==> src/design/htfc_pkg.sv <==
`timescale 1ns / 1ps

package htfc_pkg;

    // Result status codes.
    localparam logic [1:0] ST_OK       = 2'd0;
    localparam logic [1:0] ST_TEMP_CRC = 2'd1;
    localparam logic [1:0] ST_HUM_CRC  = 2'd2;
    localparam logic [1:0] ST_RANGE    = 2'd3;

    // Configuration register indexes.
    localparam logic [1:0] CFG_INTERVAL = 2'd0;
    localparam logic [1:0] CFG_TEMP_MIN = 2'd1;
    localparam logic [1:0] CFG_TEMP_MAX = 2'd2;

    localparam logic [7:0] CRC_POLY = 8'h31;
    localparam logic [7:0] CRC_INIT = 8'hFF;

    localparam logic [7:0]  TEMP_SCALE  = 8'd175;
    localparam logic [7:0]  HUM_SCALE   = 8'd100;
    localparam logic [16:0] FULL_SCALE  = 17'd65535;
    localparam logic [8:0]  TEMP_OFFSET = 9'd45;
    localparam logic [7:0]  TEMP_SPAN   = 8'd175;
    localparam logic [6:0]  HUM_SPAN    = 7'd100;

    localparam logic [7:0] INTERVAL_RESET = 8'd10;
    localparam logic [8:0] TEMP_MIN_RESET = 9'h1EC;
    localparam logic [8:0] TEMP_MAX_RESET = 9'd125;

    // What one lane hands to the merge stage.
    typedef struct packed {
        logic       crc_ok;
        logic [7:0] value;
    } t_lane_res;

    // One byte of the CRC-8, MSB first.
    function automatic logic [7:0] crc_byte(input logic [7:0] crc_in, input logic [7:0] data);
        logic [7:0] crc;
        crc = crc_in ^ data;
        for (int i = 0; i < 8; i++) begin
            if (crc[7]) begin
                crc = {crc[6:0], 1'b0} ^ CRC_POLY;
            end else begin
                crc = {crc[6:0], 1'b0};
            end
        end
        return crc;
    endfunction

endpackage

==> src/design/htfc_merge.sv <==
`timescale 1ns / 1ps

module htfc_merge (
    input  logic                i_clk,
    input  logic                i_rst_n,
    input  logic                i_valid,
    output logic                o_taken,
    input  htfc_pkg::t_lane_res i_temp,
    input  htfc_pkg::t_lane_res i_hum,
    input  logic                i_link,
    input  logic [7:0]          i_interval,
    input  logic [8:0]          i_temp_min,
    input  logic [8:0]          i_temp_max,
    output logic                o_out_valid,
    input  logic                i_out_stall,
    output logic [1:0]          o_status,
    output logic [8:0]          o_temperature_deg,
    output logic [6:0]          o_humidity_pct,
    output logic                o_report_due
);

    logic       r_out_valid;
    logic [1:0] r_status;
    logic       r_due;
    logic [7:0] r_stored_temp;
    logic [6:0] r_stored_hum;
    logic [7:0] r_counter;

    logic [1:0] n_status;
    logic       n_due;
    logic [7:0] n_stored_temp;
    logic [6:0] n_stored_hum;
    logic [7:0] n_counter;

    logic signed [8:0] w_t_deg;
    logic [7:0]        w_cnt_inc;
    logic              w_in_window;

    assign o_taken   = i_valid && (!r_out_valid || !i_out_stall);
    assign w_t_deg   = $signed({1'b0, i_temp.value}) - $signed(htfc_pkg::TEMP_OFFSET);
    assign w_cnt_inc = r_counter + 8'd1;
    assign w_in_window = !((w_t_deg < $signed(i_temp_min)) || (w_t_deg > $signed(i_temp_max)));

    always_comb begin
        n_status      = htfc_pkg::ST_TEMP_CRC;
        n_due         = 1'b0;
        n_stored_temp = r_stored_temp;
        n_stored_hum  = r_stored_hum;
        n_counter     = r_counter;
        if (i_temp.crc_ok) begin
            n_stored_temp = i_temp.value;
            if (!i_hum.crc_ok) begin
                n_status = htfc_pkg::ST_HUM_CRC;
            end else begin
                n_stored_hum = i_hum.value[6:0];
                if (!w_in_window) begin
                    n_status = htfc_pkg::ST_RANGE;
                end else begin
                    n_status  = htfc_pkg::ST_OK;
                    n_counter = w_cnt_inc;
                    if (i_link && (w_cnt_inc == i_interval)) begin
                        n_counter = 8'd0;
                        n_due     = 1'b1;
                    end
                end
            end
        end
    end

    always_ff @(posedge i_clk) begin
        if (!i_rst_n) begin
            r_out_valid   <= 1'b0;
            r_due         <= 1'b0;
            r_stored_temp <= 8'd0;
            r_stored_hum  <= 7'd0;
            r_counter     <= 8'd0;
        end else begin
            if (o_taken) begin
                r_out_valid   <= 1'b1;
                r_due         <= n_due;
                r_stored_temp <= n_stored_temp;
                r_stored_hum  <= n_stored_hum;
                r_counter     <= n_counter;
            end else if (!i_out_stall) begin
                r_out_valid <= 1'b0;
            end
        end
    end

    always_ff @(posedge i_clk) begin
        if (o_taken) begin
            r_status <= n_status;
        end
    end

    assign o_out_valid       = r_out_valid;
    assign o_status          = r_status;
    assign o_report_due      = r_due;
    assign o_humidity_pct    = r_stored_hum;
    assign o_temperature_deg = $signed({1'b0, r_stored_temp}) - $signed(htfc_pkg::TEMP_OFFSET);

`ifndef ASSERT_OFF
    a_due_only_on_ok: assert property (@(posedge i_clk) disable iff (!i_rst_n)
        (r_out_valid && r_due) |-> (r_status == htfc_pkg::ST_OK))
        else $error("report flagged on a rejected reading");

    a_due_clears_counter: assert property (@(posedge i_clk) disable iff (!i_rst_n)
        (r_out_valid && r_due) |-> (r_counter == 8'd0))
        else $error("counter not cleared after a report");

    a_temp_span: assert property (@(posedge i_clk) disable iff (!i_rst_n)
        r_stored_temp <= htfc_pkg::TEMP_SPAN)
        else $error("stored temperature beyond sensor span");

    a_hum_span: assert property (@(posedge i_clk) disable iff (!i_rst_n)
        r_stored_hum <= htfc_pkg::HUM_SPAN)
        else $error("stored humidity beyond sensor span");

    a_counter_moves_on_ok: assert property (@(posedge i_clk) disable iff (!i_rst_n)
        (r_counter != $past(r_counter)) |-> (r_out_valid && (r_status == htfc_pkg::ST_OK)))
        else $error("counter changed without an accepted reading");
`endif

endmodule
==> config.mk <==
export PLATFORM = sky130hd
export DESIGN_NAME = htfc_merge
export DESIGN_NICKNAME = d
export VERILOG_FILES = /design/src/design/htfc_pkg.sv /design/src/design/htfc_merge.sv
export SDC_FILE = /design/constraint.sdc
export NUM_CORES = 1
export LEC_CHECK = 0
export BUFFER_PORTS_ARGS = -buffer_cell sky130_fd_sc_hd__buf_2
export CAP_MARGIN = 30
export CORE_MARGIN = 5
export CORE_UTILIZATION = 40
export CTS_CLUSTER_DIAMETER = 60
export DETAILED_ROUTE_END_ITERATION = 8
export HOLD_SLACK_MARGIN = 0.15
export MAX_ROUTING_LAYER = met4
export PLACE_DENSITY = 0.7
export SLEW_MARGIN = 20
export SYNTH_ARGS = -nofsm -noshare
export SYNTH_HDL_FRONTEND = slang
export SYNTH_SLANG_ARGS = --single-unit
==> constraint.sdc <==
create_clock -name i_clk -period 8.32 [get_ports i_clk]
set_clock_uncertainty 0.1 [all_clocks]
set_input_delay 2.08 -clock i_clk [delete_from_list [all_inputs] [get_ports i_clk]]
set_output_delay 2.08 -clock i_clk [all_outputs]
set_load 0.005 [all_outputs]
==> results.rst, run 1 <==
.. list-table::
   :header-rows: 1

   * - Metric
     - Value
   * - Post-layout minimum cycle time
     - between 4000 and 5000 ps
   * - Number of setup violations in the final report
     - 0
   * - Reg-to-Reg Start
     - r_counter[0]
   * - Number of distinct library cells after synthesis
     - between 50 and 60
   * - Register-to-register path setup slack
     - about 5800 ps
   * - Met3 demand-to-capacity share in global routing
     - 0.0293
   * - Peak supply drop
     - 111 uV
   * - Initial cell density of the core
     - 0.412
   * - Max-slew violations
     - 0
   * - Number of enable flip-flop cells after synthesis
     - 2
   * - Unrepaired setup endpoints after global routing
     - false
   * - Placeable core region
     - between 5000 and 6000 um^2
   * - Mean routed wirelength per cell
     - around 13 um
   * - Clock latency of the later-clocked register in the worst-skew pair
     - ~280 ps
   * - Total setup buffers inserted after CTS
     - 0
   * - Synth Register Bits
     - 27
   * - Router iterations before antenna repair
     - 4
   * - Terminus of the critical flop-to-flop path
     - r_counter[5]
   * - Number of instances resized during post-cts repair
     - 0
   * - Mapped Avg Cell Area
     - between 8 and 9 um^2
   * - Cell count after synthesis
     - between 200 and 300
   * - Area leader, netlist
     - dfxtp_1
   * - Synth top area cells
     - dfxtp_1 24%, ha_1 12%, xnor2_1 6.7%, nand2_1 6.3%, inv_1 4.3%
   * - Min-delay worst type
     - reg -> reg
   * - MaxCap Viol Count
     - 0
   * - Fraction of power consumed by combinational cells
     - 0.277
   * - Ratio of cells with drive above 1 in the final layout
     - 0.261
   * - Yosys warning count
     - 0
   * - Arrival time of the worst setup path
     - 2650 ps
   * - R2r worst-path depth
     - 7
   * - Placer congestion estimate
     - roughly 0.88
   * - Total Negative Setup Slacks
     - 0 ps
   * - Total clock buffers created by CTS
     - 3
   * - Leftover overflow at the end of global routing
     - 0
   * - Relative max-transition margin
     - 0.640
   * - Setup Crit Path Kind
     - in -> out
   * - Endpoint of the worst hold-timing path
     - o_humidity_pct[2]
   * - Final period utilization
     - 0.581
   * - Count of nets left with antenna violations after detail routing
     - 0
   * - Run status
     - completed
   * - GRT Total Usage
     - 0.148
   * - Filler Cells Inserted
     - about 540
   * - Number of antenna violations at the first check in global routing
     - 0
   * - HPWL reported at the end of detailed placement
     - about 4000 um
   * - Die area
     - between 6000 and 7000 um^2
   * - Instance count after placement with tap cells included
     - ~380
   * - Standard-cell row count
     - 26
   * - Post-Layout Inst Area
     - between 2000 and 3000 um^2
   * - Most instantiated flip-flop cell in the synthesis netlist
     - dfxtp_1
   * - First-pass GRT wire length
     - a little under 8000 um
   * - Final standard cell count with taps included and fillers excluded
     - ~390
   * - Net load switching power
     - just over 90 uW
   * - Ordered cell list for the critical path
     - buf_2 > a21boi_2 > buf_2
   * - Part of the power in registers
     - 0.465
   * - Combined flip-flop and latch cell area
     - between 500 and 600 um^2
   * - Crit path required time
     - 6140 ps
   * - Worst-path fanout max
     - 6
   * - Sequential cell area fraction in the yosys report
     - 0.267
   * - Area of placed instances
     - between 2000 and 2500 um^2
   * - Hold path depth
     - 2
   * - Routed Wire Length
     - a little under 5000 um
   * - Area of the multi-input gates
     - roughly 1400 um^2
   * - CTS hold repair buffers
     - 0
   * - Max Clk Rate
     - between 0.2 and 0.25 GHz
   * - Initial DRC count
     - 74
   * - DRC violation count after routing
     - 0
   * - Vias in the first global route
     - 1,836
   * - Top-level port count
     - 70
   * - Final core occ
     - 0.496
   * - Met1 track demand over resource
     - 0.176
   * - Horizontal die dimension
     - 82.5 um
   * - Largest incremental delay on the critical path
     - between 200 and 300 ps
   * - Internal portion of total power
     - 209 uW
   * - Diodes inserted
     - 0
   * - Final layout net count
     - between 300 and 400
   * - Layer carrying the most global-route usage
     - met2
   * - Die height
     - slightly above 80 um
   * - Slew at the pin closest to its max-slew limit
     - about 540 ps
   * - Proportion of total power due to net switching
     - 0.305
   * - Net count after synthesis
     - between 300 and 400
   * - Proportion of netlist area held by the largest area contributor
     - 0.238
   * - Area growth syn-to-layout
     - 20.6%
   * - Power per standard cell area
     - between 100 and 150 nW/um^2
   * - GRT met2 Usage
     - 0.263
   * - Clock edge transition at the registers on the reported setup and hold paths
     - 100 ps
   * - Number of H-tree branching levels
     - 1
   * - Leak Pwr
     - about 0.0011 uW
   * - Largest net degree at the start of global routing
     - 36
   * - Critical Path Slowest Stage Cell
     - a21boi_2
   * - Mean number of vias per cell
     - roughly 5.1
   * - Launching element type of the critical path
     - input pin
   * - Worst path most repeated cell
     - buf_2
   * - # clock sinks
     - 27
   * - Detailed-route via count
     - between 1,500 and 2,000
   * - Clock power share
     - 0.258
   * - Clk buf depth
     - 2
   * - Number of buffers added on ports
     - roughly 70
   * - Critical hold path startpoint
     - o_humidity_pct[2]
   * - Final hold violation count
     - 0
   * - CP endpoint kind
     - primary output
   * - Share of synthesized flip-flops with an asynchronous set or reset
     - 0
   * - Most common cell in the netlist
     - nand2_1
   * - CTS tree
     - done
   * - Root buffer cell
     - clkbuf_8
   * - Most frequent cells after synthesis
     - 35 x nand2_1, 25 x dfxtp_1, 24 x inv_1
   * - Area of the mapped netlist
     - around 2100 um^2
   * - Total design power
     - about 300 uW
## cell families after synthesis
group / after synthesis / share of synthesized area
muxes: 6 / 0.0292
adders and majority gates: 20 / 0.119
xor gates and xnor gates: 23 / 0.0958
buffers and inverters: 32 / 0.0655
DFF: 27 / 0.267
and+or+nand+nor: 92 / 0.242
AOI/OAI and AO/OA: 53 / 0.182
## worst max-delay path: cells and delay by family
kind	cells	cell delay (ps)
buffers and inverters	2	290
AOI/OAI and AO/OA	1	280
## worst max path at each step
stage	start	to	depth (start not counted)	slack (ps)
2_1_floorplan	i_temp[0]	r_counter[7]	12	3720
3_3_place_gp	i_temp[0]	r_counter[6]	13	3250
3_5_place_dp	i_temp[0]	r_counter[2]	13	3200
4_1_cts	i_out_stall	o_taken	3	3480
5_1_grt	i_temp[0]	r_counter[5]	13	3240
6_report	i_out_stall	o_taken	3	3490
## flip-flops by register name (all words and copies together) (netlist names)
| name | flops |
|---|---|
| o_report_due | 1 |
| r_stored_temp | 8 |
| o_out_valid | 1 |
| r_counter | 8 |
| o_humidity_pct | 7 |
| o_status | 2 |
## stage by stage
step	setup WS, ps	hold WS, ps
floorplan	3720	360
global placement	3250	350
detailed placement	3200	363
CTS	3480	377
global route	3240	394
finish	3490	370
## power by group through the flow
stage	sequential (uW)	clock [uW]	combinational, uW
finish	140	77.6	83.2
global route	140	85.7	94.4
CTS	140	80.1	83.8
detailed placement	143	0	83.5
global placement	142	0	80.9
floorplan	142	0	53.9
## cell type report
type                       count  area share
inverter                      25      0.0370
tap                           70      0.0346
clock inverter                 1     0.00296
timing repair buffer          68       0.134
sequential                    27       0.221
clock buffer                   3      0.0163
multi-input combinational    194       0.554
## cell usage in the layout (no fill, tap or decap), drive strengths merged, types with 3 or more instances in the layout
master and count:
xor2 7, nor2 13, xnor2 16, inv 24, or3b 3, o22ai 3
o21ai 6, nand2 35, a21oi 10, dfxtp 25, o211ai 6, nand4 8
ha 20, o221ai 3, nor2b 9, mux2i 5, and4 4, buf 68
o21a 4, nand3b 3, a21boi 10, clkbuf 3, nand3 5
## layer usage
layer / vias up / part of all wire
met1: 900 / 0.46
li1: 1024 / -
met2: 38 / 0.50
met5: - / 0
met3: 2 / 0.042
met4: 0 / 0.0026
Note: power is estimated with default switching activity, not from simulation.
==> run 2, diff against run 1 <==
Settings changed: PLACE_DENSITY 0.7 to 0.72.
Clock period 8.32 ns to 4 ns, I/O delays scaled along.
==> results.rst, run 2 (synthesis results as in run 1) <==
.. list-table::
   :header-rows: 1

   * - Metric
     - Value
   * - Worst-path fanout max
     - 7 (was 6)
   * - Launching element type of the critical path
     - input pin (unchanged)
   * - Die height
     - 82.5 um (unchanged)
   * - Combined flip-flop and latch cell area
     - 561 um^2 (unchanged)
   * - First-pass GRT wire length
     - 7780 um (unchanged)
   * - Relative max-transition margin
     - 0.647 (was 0.640)
   * - CP endpoint kind
     - register (was primary output)
   * - Max Clk Rate
     - 0.271 GHz
   * - Clock latency of the later-clocked register in the worst-skew pair
     - 270 ps (was 280 ps)
   * - Register-to-register path setup slack
     - 1450 ps (was 5760 ps)
   * - Total setup buffers inserted after CTS
     - 0 (unchanged)
   * - Number of antenna violations at the first check in global routing
     - 0 (unchanged)
   * - Ordered cell list for the critical path
     - buf_2 > inv_1 > ha_1 > nor2_1 > o21ai_0 > nor3b_1 > ha_1 > nand2_1 > nor4_1 > o41ai_1 > a21oi_1 > o31a_1 > o21a_1 (was buf_2 > a21boi_2 > buf_2)
   * - HPWL reported at the end of detailed placement
     - 3960 um (was 4020 um)
   * - Clk buf depth
     - 2 (unchanged)
   * - Number of H-tree branching levels
     - 1 (unchanged)
   * - Post-layout minimum cycle time
     - roughly 3700 ps
   * - GRT Total Usage
     - 0.150 (was 0.148)
   * - Slew at the pin closest to its max-slew limit
     - 530 ps (was 540 ps)
   * - Critical path endpoint
     - r_counter[7] (was o_taken)
   * - Reg-to-Reg Start
     - r_counter[0] (unchanged)
   * - Routed Wire Length
     - 4780 um (was 4940 um)
   * - Ratio of cells with drive above 1 in the final layout
     - 0.263 (was 0.261)
   * - Largest incremental delay on the critical path
     - 410 ps (was 280 ps)
   * - Area of the multi-input gates
     - 1400 um^2 (unchanged)
   * - Number of setup violations in the final report
     - 0 (unchanged)
   * - Area growth syn-to-layout
     - 21.0% (was 20.6%)
   * - MaxCap Viol Count
     - 0 (unchanged)
   * - Clock edge transition at the registers on the reported setup and hold paths
     - 90 ps (was 100 ps)
   * - Peak supply drop
     - 128 uV (was 111 uV)
   * - Total Negative Setup Slacks
     - 0 ps (unchanged)
   * - Placeable core region
     - 5110 um^2 (unchanged)
   * - Power per standard cell area
     - 244 nW/um^2 (was 119 nW/um^2)
   * - Filler Cells Inserted
     - 542 (was 539)
   * - Die area
     - 6800 um^2 (unchanged)
   * - Largest net degree at the start of global routing
     - 36 (unchanged)
   * - Mean routed wirelength per cell
     - 12.3 um (was 12.7 um)
   * - Initial cell density of the core
     - 0.412 (unchanged)
   * - Mean number of vias per cell
     - 4.97 (was 5.06)
   * - Total clock buffers created by CTS
     - 3 (unchanged)
   * - Final hold violation count
     - 0 (unchanged)
   * - # clock sinks
     - 27 (unchanged)
   * - Part of the power in registers
     - 0.468 (was 0.465)
   * - Final period utilization
     - 0.923
   * - Diodes inserted
     - 0 (unchanged)
   * - Critical Path Slowest Stage Cell
     - o41ai_1 (was a21boi_2)
   * - Standard-cell row count
     - 26 (unchanged)
   * - Run status
     - completed (unchanged)
   * - Worst Path Buf+Inv
     - 2 (unchanged)
   * - Number of instances resized during post-cts repair
     - 0 (unchanged)
   * - Horizontal die dimension
     - 82.5 um (unchanged)
   * - Final layout net count
     - 389 (was 388)
   * - Unrepaired setup endpoints after global routing
     - false (unchanged)
   * - CTS tree
     - done (unchanged)
   * - Max-slew violations
     - 0 (unchanged)
   * - Vias in the first global route
     - 1,777 (was 1,836)
   * - Origin of the worst setup path
     - i_temp[0] (was i_out_stall)
   * - Most frequent cells in the layout
     - 68 x buf_2, 35 x nand2_1, 25 x dfxtp_1 (unchanged)
   * - Total stage count of the critical path
     - 13 (was 3)
   * - Crit path required time
     - 4080 ps (was 6140 ps)
   * - Gate family responsible for the most delay along the worst path
     - compound AO/OA/AOI/OAI gates (was buffers and inverters)
   * - Min-delay worst type
     - reg -> reg (unchanged)
   * - Internal portion of total power
     - 434 uW (was 209 uW)
   * - Router iterations before antenna repair
     - 4 (unchanged)
   * - Final core occ
     - 0.498 (was 0.496)
   * - Most frequent standard cell in the layout excluding fill and tap cells
     - buf_2 (unchanged)
   * - CTS hold repair buffers
     - 0 (unchanged)
   * - Worst path most repeated cell
     - ha_1 (was buf_2)
   * - Setup Crit Path Kind
     - in -> reg (was in -> out)
   * - Net load switching power
     - 186 uW (was 91.7 uW)
   * - Count of nets left with antenna violations after detail routing
     - 0 (unchanged)
   * - Placer congestion estimate
     - 0.833 (was 0.875)
   * - Clock power share
     - 0.254 (was 0.258)
   * - Proportion of total power due to net switching
     - 0.299 (was 0.305)
   * - Fraction of power consumed by combinational cells
     - 0.277 (about the same)
   * - Leftover overflow at the end of global routing
     - 0 (unchanged)
   * - DRC violation count after routing
     - 0 (unchanged)
   * - Arrival time of the worst setup path
     - 3770 ps (was 2650 ps)
   * - R2r worst-path depth
     - 7 (unchanged)
   * - Detailed-route via count
     - 1,935 (was 1,964)
   * - Terminus of the critical flop-to-flop path
     - r_counter[5] (unchanged)
   * - Number of buffers added on ports
     - 68 (unchanged)
   * - Root buffer cell
     - clkbuf_8 (unchanged)
   * - Initial DRC count
     - 68 (was 74)
   * - Top-level port count
     - 70 (unchanged)
   * - Leak Pwr
     - 0.00115 uW (was 0.00114 uW)
==> run 2: changes by cell type in the layout (fill, tap and decap cells not counted) <==
cell | previous run | this run
buf_4 | 0 | 1
==> run 2: worst min-delay path by stage <==
stage                            from                end  slack (ps)  depth (start not counted)
global route        o_humidity_pct[6]  o_humidity_pct[6]         390                          2
global placement    o_humidity_pct[2]  o_humidity_pct[2]         350                          2
detailed placement  o_humidity_pct[5]  o_humidity_pct[5]         360                          2
finish              o_humidity_pct[3]  o_humidity_pct[3]         370                          2
CTS                 o_humidity_pct[5]  o_humidity_pct[5]         370                          2
floorplan           o_humidity_pct[0]  o_humidity_pct[0]         360                          2
==> run 2: cell type report <==
| cell class | count | area share |
|---|---|---|
| clock buffer | 3 | 0.0162 |
| multi-input combinational | 194 | 0.552 |
| sequential | 27 | 0.220 |
| timing repair buffer | 69 | 0.137 |
| clock inverter | 1 | 0.00295 |
| inverter | 25 | 0.0369 |
| tap | 70 | 0.0344 |
==> run 2: per-layer routing <==
layer | wire length [um] | up-vias | track usage
li1 | - | 1021 | -
met1 | 2050 | 878 | 0.180
met2 | 2450 | 32 | 0.259
met3 | 246 | 4 | 0.0304
met4 | 35 | 0 | 0.0310
met5 | 0 | - | -
==> run 2: tightest hold or removal path: cells and delay by family (launching register included) <==
family / cells / cell delay, ps
AOI/OAI and AO/OA: 1 / 60
DFF: 1 / 320
and+or+nand+nor: 1 / 40
==> run 2: stage by stage <==
step                      area [um^2]  total power, uW  hold WS, ps  setup slack, ps  std cells
final                            2540              620          368              308        389
after global routing             2540              667          388             67.0        389
after CTS                        2540              628          374              299        389
after detailed placement         2490              470          360             18.4        385
after global placement           2490              465          350              131        385
after floorplan                  2100              407          360              483        253
==> run 2: power groups by stage <==
stage	Combinational (uW)	Sequential (uW)	Clock [uW]
after global placement	168	296	0
after floorplan	112	295	0
final	172	290	158
after global routing	198	292	177
after detailed placement	174	297	0
after CTS	175	290	163
